$ cat config.mk
export PLATFORM = sky130hd
export DESIGN_NAME = rotation_matrix_accumulator_unit
export DESIGN_NICKNAME = d
export VERILOG_FILES = /design/src/hdl/rma_pkg.sv /design/src/hdl/rma_trig.sv /design/src/hdl/rma_mac.sv /design/src/hdl/rotation_matrix_accumulator_unit.sv
export SDC_FILE = /design/constraint.sdc
export NUM_CORES = 2
export LEC_CHECK = 0
export ABC_AREA = 0
export BUFFER_PORTS_ARGS = -buffer_cell sky130_fd_sc_hd__buf_2
export CAP_MARGIN = 20
export CORE_UTILIZATION = 35
export DETAILED_ROUTE_END_ITERATION = 7
export MAX_ROUTING_LAYER = met4
export SYNTH_ARGS = -nofsm -noshare
export SYNTH_HDL_FRONTEND = slang
export SYNTH_SLANG_ARGS = --single-unit
$ cat constraint.sdc
create_clock -name clk_i -period 11.19 [get_ports clk_i]
set_input_delay 1.119 -clock clk_i [delete_from_list [all_inputs] [get_ports clk_i]]
set_output_delay 1.119 -clock clk_i [all_outputs]
set_load 0.01 [all_outputs]
$ cat src/hdl/rma_pkg.sv
// Package for the rotation matrix accumulator.
// Holds the element type, axis codes, sequencer states, shared structs and the sine table.
// No dependencies.
`default_nettype none

package rma_pkg;

  localparam int ElemW     = 18;
  localparam int MatrixDim = 4;
  localparam int Cells     = MatrixDim * MatrixDim;

  typedef logic signed [ElemW-1:0] elem_t;

  localparam elem_t ElemMax = 18'sh1FFFF;
  localparam elem_t ElemMin = 18'sh20000;

  localparam logic [1:0] AxisX    = 2'd0;
  localparam logic [1:0] AxisY    = 2'd1;
  localparam logic [1:0] AxisZ    = 2'd2;
  localparam logic [1:0] AxisNone = 2'd3;

  typedef enum logic [2:0] {
    ST_IDLE,
    ST_REDUCE,
    ST_TRIG_F,
    ST_TRIG_R,
    ST_MAC,
    ST_DRAIN,
    ST_EMIT
  } state_e;

  typedef struct packed {
    elem_t c;
    elem_t s;
    elem_t ns;
  } trig_t;

  typedef struct packed {
    logic       first;
    logic       last;
    logic [4:0] idx;
  } mac_tag_t;

  localparam logic [16:0] QuarterSine [91] = '{
    17'd0,     17'd1144,  17'd2287,  17'd3430,  17'd4572,  17'd5712,  17'd6850,
    17'd7987,  17'd9121,  17'd10252, 17'd11380, 17'd12505, 17'd13626, 17'd14742,
    17'd15855, 17'd16962, 17'd18064, 17'd19161, 17'd20252, 17'd21336, 17'd22415,
    17'd23486, 17'd24550, 17'd25607, 17'd26656, 17'd27697, 17'd28729, 17'd29753,
    17'd30767, 17'd31772, 17'd32768, 17'd33754, 17'd34729, 17'd35693, 17'd36647,
    17'd37590, 17'd38521, 17'd39441, 17'd40348, 17'd41243, 17'd42126, 17'd42995,
    17'd43852, 17'd44695, 17'd45525, 17'd46341, 17'd47143, 17'd47930, 17'd48703,
    17'd49461, 17'd50203, 17'd50931, 17'd51643, 17'd52339, 17'd53020, 17'd53684,
    17'd54332, 17'd54963, 17'd55578, 17'd56175, 17'd56756, 17'd57319, 17'd57865,
    17'd58393, 17'd58903, 17'd59396, 17'd59870, 17'd60326, 17'd60764, 17'd61183,
    17'd61584, 17'd61966, 17'd62328, 17'd62672, 17'd62997, 17'd63303, 17'd63589,
    17'd63856, 17'd64104, 17'd64332, 17'd64540, 17'd64729, 17'd64898, 17'd65048,
    17'd65177, 17'd65287, 17'd65376, 17'd65446, 17'd65496, 17'd65526, 17'd65536
  };

  function automatic logic [16:0] quarter_sine(logic [6:0] idx);
    return (idx <= 7'd90) ? QuarterSine[idx] : 17'd0;
  endfunction

endpackage

`default_nettype wire

$ cat src/hdl/rma_trig.sv
// Sine and cosine unit: folds a reduced angle onto the quarter-wave table
// and converts the magnitudes to saturated fixed-point elements. Uses rma_pkg.
`default_nettype none

module rma_trig #(
  parameter int FRAC_BITS = 16
) (
  input  logic [8:0]     angle_i,
  output rma_pkg::trig_t trig_o
);
  import rma_pkg::*;

  localparam int Shl = (FRAC_BITS >= 16) ? FRAC_BITS - 16 : 0;
  localparam int Shr = (FRAC_BITS < 16) ? 16 - FRAC_BITS : 0;
  localparam logic [31:0] Rnd = (32'd1 << Shr) >> 1;

  function automatic elem_t to_elem(logic [16:0] mag, logic neg);
    logic [31:0] wide;
    elem_t       r;
    wide = ((32'(mag) + Rnd) << Shl) >> Shr;
    if (neg) begin
      r = (wide > 32'd131072) ? ElemMin : elem_t'(18'd0 - wide[17:0]);
    end else begin
      r = (wide > 32'd131071) ? ElemMax : elem_t'(wide[17:0]);
    end
    return r;
  endfunction

  function automatic logic [6:0] fold(logic [9:0] a_in, output logic neg);
    logic [9:0] a;
    logic [9:0] idx;
    a = (a_in >= 10'd360) ? a_in - 10'd360 : a_in;
    neg = (a > 10'd180);
    if (a <= 10'd90) begin
      idx = a;
    end else if (a <= 10'd180) begin
      idx = 10'd180 - a;
    end else if (a <= 10'd270) begin
      idx = a - 10'd180;
    end else begin
      idx = 10'd360 - a;
    end
    return idx[6:0];
  endfunction

  logic [6:0]  s_idx, c_idx;
  logic        s_neg, c_neg;
  logic [16:0] s_mag, c_mag;

  always_comb begin
    s_idx = fold({1'b0, angle_i}, s_neg);
    c_idx = fold({1'b0, angle_i} + 10'd90, c_neg);
    s_mag = quarter_sine(s_idx);
    c_mag = quarter_sine(c_idx);
    trig_o.s  = to_elem(s_mag, s_neg);
    trig_o.ns = to_elem(s_mag, !s_neg);
    trig_o.c  = to_elem(c_mag, c_neg);
  end

endmodule

`default_nettype wire

$ cat src/hdl/rma_mac.sv
// Shared multiply-accumulate unit: registered product, accumulator,
// round-to-nearest and saturation of each finished dot product. Uses rma_pkg.
`default_nettype none

module rma_mac #(
  parameter int FRAC_BITS = 16
) (
  input  logic               clk_i,
  input  logic               rst_ni,
  input  logic               issue_i,
  input  rma_pkg::elem_t     a_i,
  input  rma_pkg::elem_t     b_i,
  input  rma_pkg::mac_tag_t  tag_i,
  output logic               busy_o,
  output logic               wr_en_o,
  output logic [4:0]         wr_idx_o,
  output rma_pkg::elem_t     wr_data_o
);
  import rma_pkg::*;

  localparam int AccW = 39;
  localparam logic signed [AccW-1:0] Bias = AccW'(1) << (FRAC_BITS - 1);

  logic signed [35:0]     prod_q;
  logic                   prod_vld_q;
  mac_tag_t               prod_tag_q;
  logic signed [AccW-1:0] acc_q, acc_d;
  logic                   done_q;
  logic [4:0]             done_idx_q;
  logic signed [AccW-1:0] rounded;

  always_ff @(posedge clk_i or negedge rst_ni) begin
    if (!rst_ni) begin
      prod_vld_q <= 1'b0;
      done_q     <= 1'b0;
    end else begin
      prod_vld_q <= issue_i;
      done_q     <= prod_vld_q && prod_tag_q.last;
    end
  end

  always_ff @(posedge clk_i) begin
    prod_q     <= a_i * b_i;
    prod_tag_q <= tag_i;
    if (prod_vld_q) begin
      acc_q <= acc_d;
    end
    done_idx_q <= prod_tag_q.idx;
  end

  always_comb begin
    acc_d   = (prod_tag_q.first ? '0 : acc_q) + AccW'(prod_q);
    rounded = (acc_q + Bias) >>> FRAC_BITS;
    if (rounded > AccW'(131071)) begin
      wr_data_o = ElemMax;
    end else if (rounded < -AccW'(131072)) begin
      wr_data_o = ElemMin;
    end else begin
      wr_data_o = elem_t'(rounded[17:0]);
    end
  end

  assign wr_en_o  = done_q;
  assign wr_idx_o = done_idx_q;
  assign busy_o   = prod_vld_q || done_q;

endmodule

`default_nettype wire

$ cat src/hdl/rotation_matrix_accumulator_unit.sv
// Top level of the rotation matrix accumulator: sequencer, matrix store and output register.
// Uses rma_pkg, rma_trig and rma_mac.
//
// One command runs through angle reduction (a reciprocal multiply for the quotient by 360, then
// one subtract), a table step for each of the forward and reverse angles, the multiply-accumulate
// loop (both 4x4 products through the single 18x18 multiplier, one product a cycle), pipeline
// drain, transfer of all 32 result elements and a return to idle, in which the next command is
// taken. A command with axis code 3 is accepted and dropped and gives no results. The input is
// not ready while a command is in progress; the last result may still wait while the next
// command is taken.
`default_nettype none

module rotation_matrix_accumulator_unit #(
  parameter int FRAC_BITS = 16
) (
  input  logic                clk_i,
  input  logic                rst_ni,
  input  logic                in_valid_i,
  output logic                in_ready_o,
  input  logic [1:0]          command_i,
  input  logic signed [15:0]  angle_degrees_i,
  output logic                out_valid_o,
  input  logic                out_ready_i,
  output logic                matrix_select_o,
  output logic [1:0]          row_o,
  output logic [1:0]          col_o,
  output rma_pkg::elem_t      element_value_o,
  output logic                last_o
);
  import rma_pkg::*;

  localparam elem_t OneElem = (FRAC_BITS >= 17) ? ElemMax : elem_t'(1 << FRAC_BITS);
  localparam logic [14:0] RecipMul = 15'd23302;

  function automatic elem_t rot_elem(logic [1:0] axis, logic [1:0] k, logic [1:0] j,
                                     trig_t t);
    logic [1:0] p, q;
    elem_t      r;
    case (axis)
      AxisX: begin
        p = 2'd1;
        q = 2'd2;
      end
      AxisY: begin
        p = 2'd2;
        q = 2'd0;
      end
      default: begin
        p = 2'd0;
        q = 2'd1;
      end
    endcase
    r = (k == j) ? OneElem : '0;
    if (k == p && j == p) begin
      r = t.c;
    end else if (k == p && j == q) begin
      r = t.ns;
    end else if (k == q && j == p) begin
      r = t.s;
    end else if (k == q && j == q) begin
      r = t.c;
    end
    return r;
  endfunction

  state_e      state_q, state_d;
  logic [1:0]  axis_q;
  logic        neg_q;
  logic [16:0] red_q;
  logic [6:0]  quo_q;
  logic        sh_q;
  logic [8:0]  rev_q;
  logic [6:0]  iss_q;
  logic [4:0]  em_q;
  trig_t       trig_f_q, trig_r_q;
  elem_t       mem_q [Cells*2];
  elem_t       row_q [MatrixDim];

  logic        out_vld_q;
  logic        out_sel_q, out_last_q;
  logic [1:0]  out_row_q, out_col_q;
  elem_t       out_val_q;

  logic [31:0] quo_prod;
  logic [8:0]  fwd_ang, rev_ang, trig_ang;
  trig_t       trig_w;
  logic        accept, issue, load_out;
  logic [4:0]  rd_addr;
  elem_t       rd_data, mac_a, mac_b;
  mac_tag_t    tag;
  logic        mac_busy, wr_en;
  logic [4:0]  wr_idx;
  elem_t       wr_data;

  logic        mat_sel;
  logic [1:0]  iss_i, iss_j, iss_k;

  assign mat_sel = iss_q[6];
  assign iss_i   = iss_q[5:4];
  assign iss_j   = iss_q[3:2];
  assign iss_k   = iss_q[1:0];

  assign in_ready_o = (state_q == ST_IDLE);
  assign accept     = in_valid_i && in_ready_o;
  assign issue      = (state_q == ST_MAC);
  assign load_out   = (state_q == ST_EMIT) && (!out_vld_q || out_ready_i);

  assign quo_prod = 32'(red_q) * 32'(RecipMul);
  assign fwd_ang  = (neg_q && red_q[8:0] != 9'd0) ? 9'd360 - red_q[8:0] : red_q[8:0];
  assign rev_ang  = (fwd_ang == 9'd0) ? 9'd0 : 9'd360 - fwd_ang;
  assign trig_ang = (state_q == ST_TRIG_R) ? rev_q : fwd_ang;

  rma_trig #(
    .FRAC_BITS(FRAC_BITS)
  ) u_trig (
    .angle_i(trig_ang),
    .trig_o (trig_w)
  );

  assign rd_addr = (state_q == ST_EMIT) ? em_q : {mat_sel, iss_i, iss_k};
  assign rd_data = mem_q[rd_addr];
  assign mac_a   = (iss_j == 2'd0) ? rd_data : row_q[iss_k];
  assign mac_b   = rot_elem(axis_q, iss_k, iss_j, mat_sel ? trig_r_q : trig_f_q);

  always_comb begin
    tag.first = (iss_k == 2'd0);
    tag.last  = (iss_k == 2'd3);
    tag.idx   = {mat_sel, iss_i, iss_j};
  end

  rma_mac #(
    .FRAC_BITS(FRAC_BITS)
  ) u_mac (
    .clk_i    (clk_i),
    .rst_ni   (rst_ni),
    .issue_i  (issue),
    .a_i      (mac_a),
    .b_i      (mac_b),
    .tag_i    (tag),
    .busy_o   (mac_busy),
    .wr_en_o  (wr_en),
    .wr_idx_o (wr_idx),
    .wr_data_o(wr_data)
  );

  always_comb begin
    state_d = state_q;
    case (state_q)
      ST_IDLE: begin
        if (accept && command_i != AxisNone) begin
          state_d = ST_REDUCE;
        end
      end
      ST_REDUCE: begin
        if (!sh_q) begin
          state_d = ST_TRIG_F;
        end
      end
      ST_TRIG_F: state_d = ST_TRIG_R;
      ST_TRIG_R: state_d = ST_MAC;
      ST_MAC: begin
        if (iss_q == 7'd127) begin
          state_d = ST_DRAIN;
        end
      end
      ST_DRAIN: begin
        if (!mac_busy) begin
          state_d = ST_EMIT;
        end
      end
      ST_EMIT: begin
        if (load_out && em_q == 5'd31) begin
          state_d = ST_IDLE;
        end
      end
      default: state_d = ST_IDLE;
    endcase
  end

  always_ff @(posedge clk_i or negedge rst_ni) begin
    if (!rst_ni) begin
      state_q   <= ST_IDLE;
      out_vld_q <= 1'b0;
      iss_q     <= '0;
      em_q      <= '0;
      sh_q      <= 1'b0;
      for (int n = 0; n < Cells * 2; n++) begin
        mem_q[n] <= (n[1:0] == n[3:2]) ? OneElem : '0;
      end
    end else begin
      state_q <= state_d;
      if (accept) begin
        sh_q  <= 1'b1;
        iss_q <= '0;
        em_q  <= '0;
      end
      if (state_q == ST_REDUCE && sh_q) begin
        sh_q <= 1'b0;
      end
      if (issue) begin
        iss_q <= iss_q + 7'd1;
      end
      if (wr_en) begin
        mem_q[wr_idx] <= wr_data;
      end
      if (load_out) begin
        out_vld_q <= 1'b1;
        em_q      <= em_q + 5'd1;
      end else if (out_ready_i) begin
        out_vld_q <= 1'b0;
      end
    end
  end

  always_ff @(posedge clk_i) begin
    if (accept) begin
      axis_q <= command_i;
      neg_q  <= angle_degrees_i[15];
      red_q  <= angle_degrees_i[15] ? 17'd0 - 17'(angle_degrees_i) : 17'(angle_degrees_i);
    end
    if (state_q == ST_REDUCE) begin
      if (sh_q) begin
        quo_q <= 7'(quo_prod >> 23);
      end else begin
        red_q <= red_q - 17'(quo_q) * 17'd360;
      end
    end
    if (state_q == ST_TRIG_F) begin
      trig_f_q <= trig_w;
      rev_q    <= rev_ang;
    end
    if (state_q == ST_TRIG_R) begin
      trig_r_q <= trig_w;
    end
    if (issue && iss_j == 2'd0) begin
      row_q[iss_k] <= rd_data;
    end
    if (load_out) begin
      out_sel_q  <= em_q[4];
      out_row_q  <= em_q[3:2];
      out_col_q  <= em_q[1:0];
      out_val_q  <= rd_data;
      out_last_q <= (em_q == 5'd31);
    end
  end

  assign out_valid_o     = out_vld_q;
  assign matrix_select_o = out_sel_q;
  assign row_o           = out_row_q;
  assign col_o           = out_col_q;
  assign element_value_o = out_val_q;
  assign last_o          = out_last_q;

endmodule

`default_nettype wire
# Word level (Yosys, flattened, before mapping)
# Memories as Yosys holds them, arrays and structs flattened.
# Cells that the tools add are included.
[totals]
reg_bits = 850
ramBits = 72
romBits = 4352
out_inout_bits = 26
word_cells = 224
n_memories = 3
[memory_table]
columns = ["memory", "depth", "width", "read_ports", "rd_clocked_by_memory_dff", "wr", "line_no", "rtl"]
rows = [
  ["(no name shown)", 128, 17, 1, 0, 0, "rma_pkg.sv:61", "return (idx <= 7'd90) ? QuarterSine[idx] : 17'd0;"],
  ["(no name shown)", 128, 17, 1, 0, 0, "rma_pkg.sv:61", ""],
  ["row_q", 4, 18, 1, 0, 1, "rotation_matrix_accumulator_unit.sv:77", "elem_t row_q [MatrixDim];"],
]
[op_classes]
add_sub_neg = 19
n_mul = 3
magnitude_cmp = 23
n_eq_ne = 21
mux = 62
bitwise_logic = 4
n_reduce_logical = 28
[op_table]
columns = ["op", "n"]
rows = [
  ["576-bit bitwise mux", 1],
  ["18-bit two-way mux", 15],
  ["17-bit two-way mux", 13],
  ["18-bit binary-select mux with 5-bit select", 1],
  ["18-bit demux with 5-bit select", 1],
  ["7-bit two-way mux", 8],
  ["54-bit two-way mux", 1],
  ["39-bit by 17-bit adder with 39-bit output (second input constant)", 1],
  ["39-bit adder", 1],
  ["39-bit two-way mux", 1],
  ["17-bit by 18-bit > comparator with 1-bit output (second input constant)", 2],
  ["18-bit by 18-bit multiplier with 36-bit output", 1],
  ["1-bit by 17-bit subtractor with 18-bit output (first input constant)", 2],
  ["17-bit > comparator (second input constant)", 2],
  ["17-bit by 14-bit multiplier with 29-bit output (second input constant)", 1],
  ["23-bit by 18-bit > comparator with 1-bit output (second input constant)", 1],
  ["23-bit by 18-bit less-than comparator with 1-bit output (second input constant)", 1],
  ["3-bit case mux with 7 select lines", 1],
  ["10-bit by 8-bit > comparator with 1-bit output (second input constant)", 2],
  ["10-bit by 7-bit <= comparator with 1-bit output (second input constant)", 2],
  ["10-bit by 8-bit <= comparator with 1-bit output (second input constant)", 2],
  ["10-bit by 9-bit <= comparator with 1-bit output (second input constant)", 2],
  ["10-bit two-way mux", 2],
  ["9-bit two-way mux", 2],
  ["44 further kinds", 94],
]

# Logic depth before layout (Yosys ltp)
[logic_depth]
word_depth = 19
mapped_depth = 48
depth_no_buf = 44

# Hierarchy
# Synthesis repeated with hierarchy kept, for this count alone.
[unflattened]
hier_cells = 6187
area_unflattened_um2 = 67069.3
[modules_own_cells]
columns = ["mod", "n_inst", "cells_each", "area_each_um2", "seq_area_each_um2"]
rows = [
  ["rotation_matrix_accumulator_unit", 1, 3113, 41700.0, 21916.0],
  ["rma_mac", 1, 1878, 17280.3, 2182.1],
  ["rma_trig", 1, 1196, 8089.0, 0.0],
]

# Worst setup path before layout
# No wires, ideal clock.
[synth_path]
kind = "reg2reg"
from = "register state_q[0]"
to = "register u_mac.prod_q[34]"
setup_time_ns = 0.072
arrival_time_ns = 10.558
t_required_ns = 11.118
path_slack_ns = 0.559
path_stages_with_launch = 45
n_path_buf = 5
period_less_slack_ns = 10.631
path_cell_list = "dfrtp_1 -> buf_2 -> inv_1 -> nand3_1 -> mux2i_1 -> buf_1 -> clkbuf_1 -> buf_1 -> mux4_2 -> nand2_1 -> a31oi_1 -> a21oi_1 -> nor2_1 -> a21oi_1 -> clkbuf_1 -> nor2_1 -> fa_1 -> fa_1 -> [... 9 more ...] -> o21ai_0 -> a21oi_1 -> o21ai_0 -> a21oi_1 -> o21ai_0 -> a21oi_1 -> o21ai_0 -> a21oi_1 -> nand2b_1 -> a21boi_0 -> o31a_1 -> o41a_1 -> a211o_1 -> a31o_2 -> o41a_1 -> a21o_1 -> a21oi_1 -> xnor2_1"
[synth_via]
elab_chain_cells = 8
[synth_lines]
columns = ["item", "line_no", "rtl"]
rows = [
  ["from (decl)", "rotation_matrix_accumulator_unit.sv:66", "state_e state_q, state_d;"],
  ["from (signal assigned)", "rotation_matrix_accumulator_unit.sv:191", "state_q <= state_d;"],
  ["3-bit equality test", "rotation_matrix_accumulator_unit.sv:120", "assign rd_addr = (state_q == ST_EMIT) ? em_q : {mat_sel, iss_i, iss_k};"],
  ["5-bit two-way mux", "rotation_matrix_accumulator_unit.sv:120", ""],
  ["5-bit inverter with 6-bit output (not written as such)", "rotation_matrix_accumulator_unit.sv:121", "assign rd_data = mem_q[rd_addr];"],
  ["18-bit binary-select mux with 5-bit select", "rotation_matrix_accumulator_unit.sv:121", ""],
  ["18-bit two-way mux (not written as such) (2 in series)", "rotation_matrix_accumulator_unit.sv:121", ""],
  ["18-bit two-way mux", "rotation_matrix_accumulator_unit.sv:122", "assign mac_a = (iss_j == 2'd0) ? rd_data : row_q[iss_k];"],
  ["18-bit by 18-bit multiplier with 36-bit output", "rma_mac.sv:43", "prod_q <= a_i * b_i;"],
  ["to (signal assigned)", "rma_mac.sv:43", ""],
  ["to (decl)", "rma_mac.sv:24", "logic signed [35:0] prod_q;"],
]
# Every way passes these cells. The select of a mux whose other input is x is not followed.
# A chain may end at the register's enable or synchronous reset.

# Final worst setup path
# Ends and elaborated chain as after synthesis.

==> results.sh <==
export IMPL_cts_sinks=922
export IMPL_hp_start="u_mac.prod_tag_q[1]"
export IMPL_wl_um=180000
export IMPL_setup_viol=0
export IMPL_portBuffers=47
export IMPL_grt_pass1_vias=48100
export IMPL_synth_seq_cells=922
export IMPL_synth_cell_types=125
export IMPL_synth_mux_area_share_pct=7.13
export IMPL_startpoint="state_q[0]"
export IMPL_yosysWarnings=0
export IMPL_clk_pin_slew_ps=60
export IMPL_antenna_left=0
export IMPL_grt_use_total_pct=20.1
export IMPL_drv_slew=0
export IMPL_critical_path_most_common_cell="a21oi_1"
export IMPL_synthMostInstantiatedCell="nand2_1"
export IMPL_cp_arrival_ps=11160
export IMPL_endpoint_kind="flop"
export IMPL_numCtsBuffers=97
export IMPL_status="finished, final reports clean"
export IMPL_drive_gt1_share_pct=10.6
export IMPL_firstDrtPassIters=6
export IMPL_crit_type="reg -> reg"
export IMPL_synth_top_family_by_area="adder cells"
export IMPL_rsz0062_at_grt="false"
export IMPL_drt_met1_wl_um=81700
export IMPL_netlist_top_cells_area="dfrtp_1, edfxtp_1, fa_1"
export IMPL_seq_area_um2=24100
export IMPL_synthFlopType="dfrtp_1"
export IMPL_slew_headroom_pct=23.6
export IMPL_antenna_found_initial=4
export IMPL_finalCriticalPeriod_ps=10490
export IMPL_tightest_slew_ps=1150
export IMPL_die_area_um2=185000
export IMPL_hold_path_class="reg -> reg"
export IMPL_die_width_um=430
export IMPL_hold_ws_ps=326
export IMPL_period_share_pct=93.8
export IMPL_grt_max_degree=184
export IMPL_via_per_inst=5.42
export IMPL_drc=0
export IMPL_fmax_ghz=0.0953
export IMPL_cts_tree="built"
export IMPL_start_util_pct=35.3
export IMPL_grt_overflow_total=0
export IMPL_critPathMaxFanout=38
export IMPL_wl_met2_um=84100
export IMPL_route_detailed_wl_per_inst_um=20.4
export IMPL_place_hpwl_um=130000
export IMPL_wl_met3_um=10300
export IMPL_syn_to_final_growth_pct=10.2
export IMPL_syn_num_nets=7208
export IMPL_coreArea_um2=181000
export IMPL_routabilityCongestion=0.924
export IMPL_crit_slowest_cell="mux4_2"
export IMPL_max_cap_violations=0
export IMPL_synth_top_cell_area_share_pct=22.9
export IMPL_clk_latency_ps=740
export IMPL_cts_root_buffer="clkbuf_16"
export IMPL_io_pins=48
export IMPL_r2r_start="state_q[0]"
export IMPL_cts_path_max_buffers=3
export IMPL_syn_instance_count=6463
export IMPL_num_vias=47900
export IMPL_grt_pass1_wl_um=285000
export IMPL_yosys_area_share_simple_pct=12.5
export IMPL_fin_skew_ps=61.7
export IMPL_finalHoldViolations=0
export IMPL_synth_edf_count=265
export IMPL_start_kind="flop"
export IMPL_synth_area_leader_cell="dfrtp_1"
export IMPL_synth_compound_area_share_pct=15.2
export IMPL_fin_nets=7117
export IMPL_async_flop_share_pct=64.5
export IMPL_cpPeakStageDelay_ps=540
export IMPL_multi_input_area_um2=36200
export IMPL_synth_xor_xnor_area_share_pct=2.70
export IMPL_tns_ps=0
export IMPL_rows=156
export IMPL_avgSynthCellArea_um2=9.91
export IMPL_cts_setup_buffers=0
export IMPL_die_height_um=430
export IMPL_synth_adder_area_share_pct=18.8
export IMPL_cts_htree_levels=3
export IMPL_seq_area_frac_synth_pct=37.6
export IMPL_highest_signal_layer="met4"
export IMPL_synth_commonest_cells="nand2_1, dfrtp_1, inv_1, nor2_1, o21ai_0"
export IMPL_nFillCells=17600
export IMPL_syn_area_um2=64000
export IMPL_required_ps=11850
export IMPL_dr_first_iter_drc_count=4336
registers in the layout (all words and copies together), names as in the netlist, 3 cells and up:
signal	cells
trig_r_q	54
u_mac.wr_idx_o	5
state_q	3
quo_q	7
em_q	5
u_mac.acc_q	39
iss_q	7
u_mac.prod_tag_q	7
mem_q	576
u_mac.prod_q	36
red_q	17
rev_q	9
element_value_o	18
row_q	72
trig_f_q	54
path summary, 6_finish.rpt:
| check | cells past startpoint | slack, ps | to |
|---|---|---|---|
| hold / removal | 0 | 330 | u_mac.wr_idx_o[1] |
| min in group asynchronous | 1 | 470 | u_mac.wr_en_o |
| setup reg to reg | 42 | 700 | u_mac.prod_q[34] |
| setup / recovery | 42 | 700 | u_mac.prod_q[34] |
| max in group asynchronous | 3 | 8400 | mem_q[446] |
| hold reg to reg | 0 | 330 | u_mac.wr_idx_o[1] |
cells in the final DEF, fill, tap and decap left out, types with 19 or more instances in the layout:
master     count
mux2i_1       68
fa_1         397
clkbuf_1      24
xor2_1        63
a21oi_1      459
nor2_1       562
dfxtp_1       62
and2_1        66
a21o_1        61
nor2_2        19
o22ai_1       23
dfrtp_1      584
clkbuf_16    100
and3_1        26
buf_2         46
a31oi_1       57
xnor2_1      128
edfxtp_1     265
nand4_1       24
inv_1        579
nand3_1       87
nand2b_1      27
o31ai_1       29
o21ai_1       31
o21ai_0      452
o211ai_1      48
nor2b_1       63
nor3_1        64
nand2_1      790
mux4_2       163
a21boi_0      20
buf_4        160
a311oi_1      40
ha_1         326
a211oi_1      70
area by class of cell:
cell class	count	share of cell area, %
multi-input combinational	4543	51.3
inverter	586	3.12
antenna	4	0.0142
timing repair buffer	222	2.48
clock inverter	43	0.829
tap	2370	4.20
sequential	922	34.1
clock buffer	137	3.93
layer usage:
layer,GRT usage (%),vias to the layer above
met5,-,-
met4,5.14,0
met3,2.87,244
met2,31.2,1491
met1,27.5,24000
li1,-,22100
critical path: cells and delay by family (launching register included):
kind	cells	cell delay, ps
XOR/XNOR	1	130
multiplexers	2	780
AO/OA/AOI/OAI	20	4440
flip-flops	1	380
buffers and inverters	8	1160
adder cells (fa/ha/maj)	7	2780
AND/OR/NAND/NOR	4	600
logic make-up (layout without fill, tap and decap cells):
group,after synthesis,count (layout)
compound gates,1546,1546
xor+xnor,196,196
fa+ha+maj,723,723
buf+inv,998,988
flops,922,922
mux,250,250
other cells,0,4
simple gates,1828,1828
per-stage QoR:
step	worst slack (ps)	utilization [%]	cell area [um2]	cells
2_1_floorplan	559	-	64000	6463
3_3_place_gp	571	37.0	67200	8641
3_5_place_dp	521	37.0	67200	8641
4_1_cts	470	38.9	70500	8821
5_1_grt	64.8	38.9	70600	8826
6_report	696	38.9	70600	8827
what timing repair did:
action                                  in CTS  in global routing
endpoints found under the setup margin       0                  2
hold buffers                                 0                  0
gates resized for setup                      0                  5
Power is left out: the tool's default activity adds up to more than one toggle a clock period on the data nets, which glitch-free logic cannot reach.
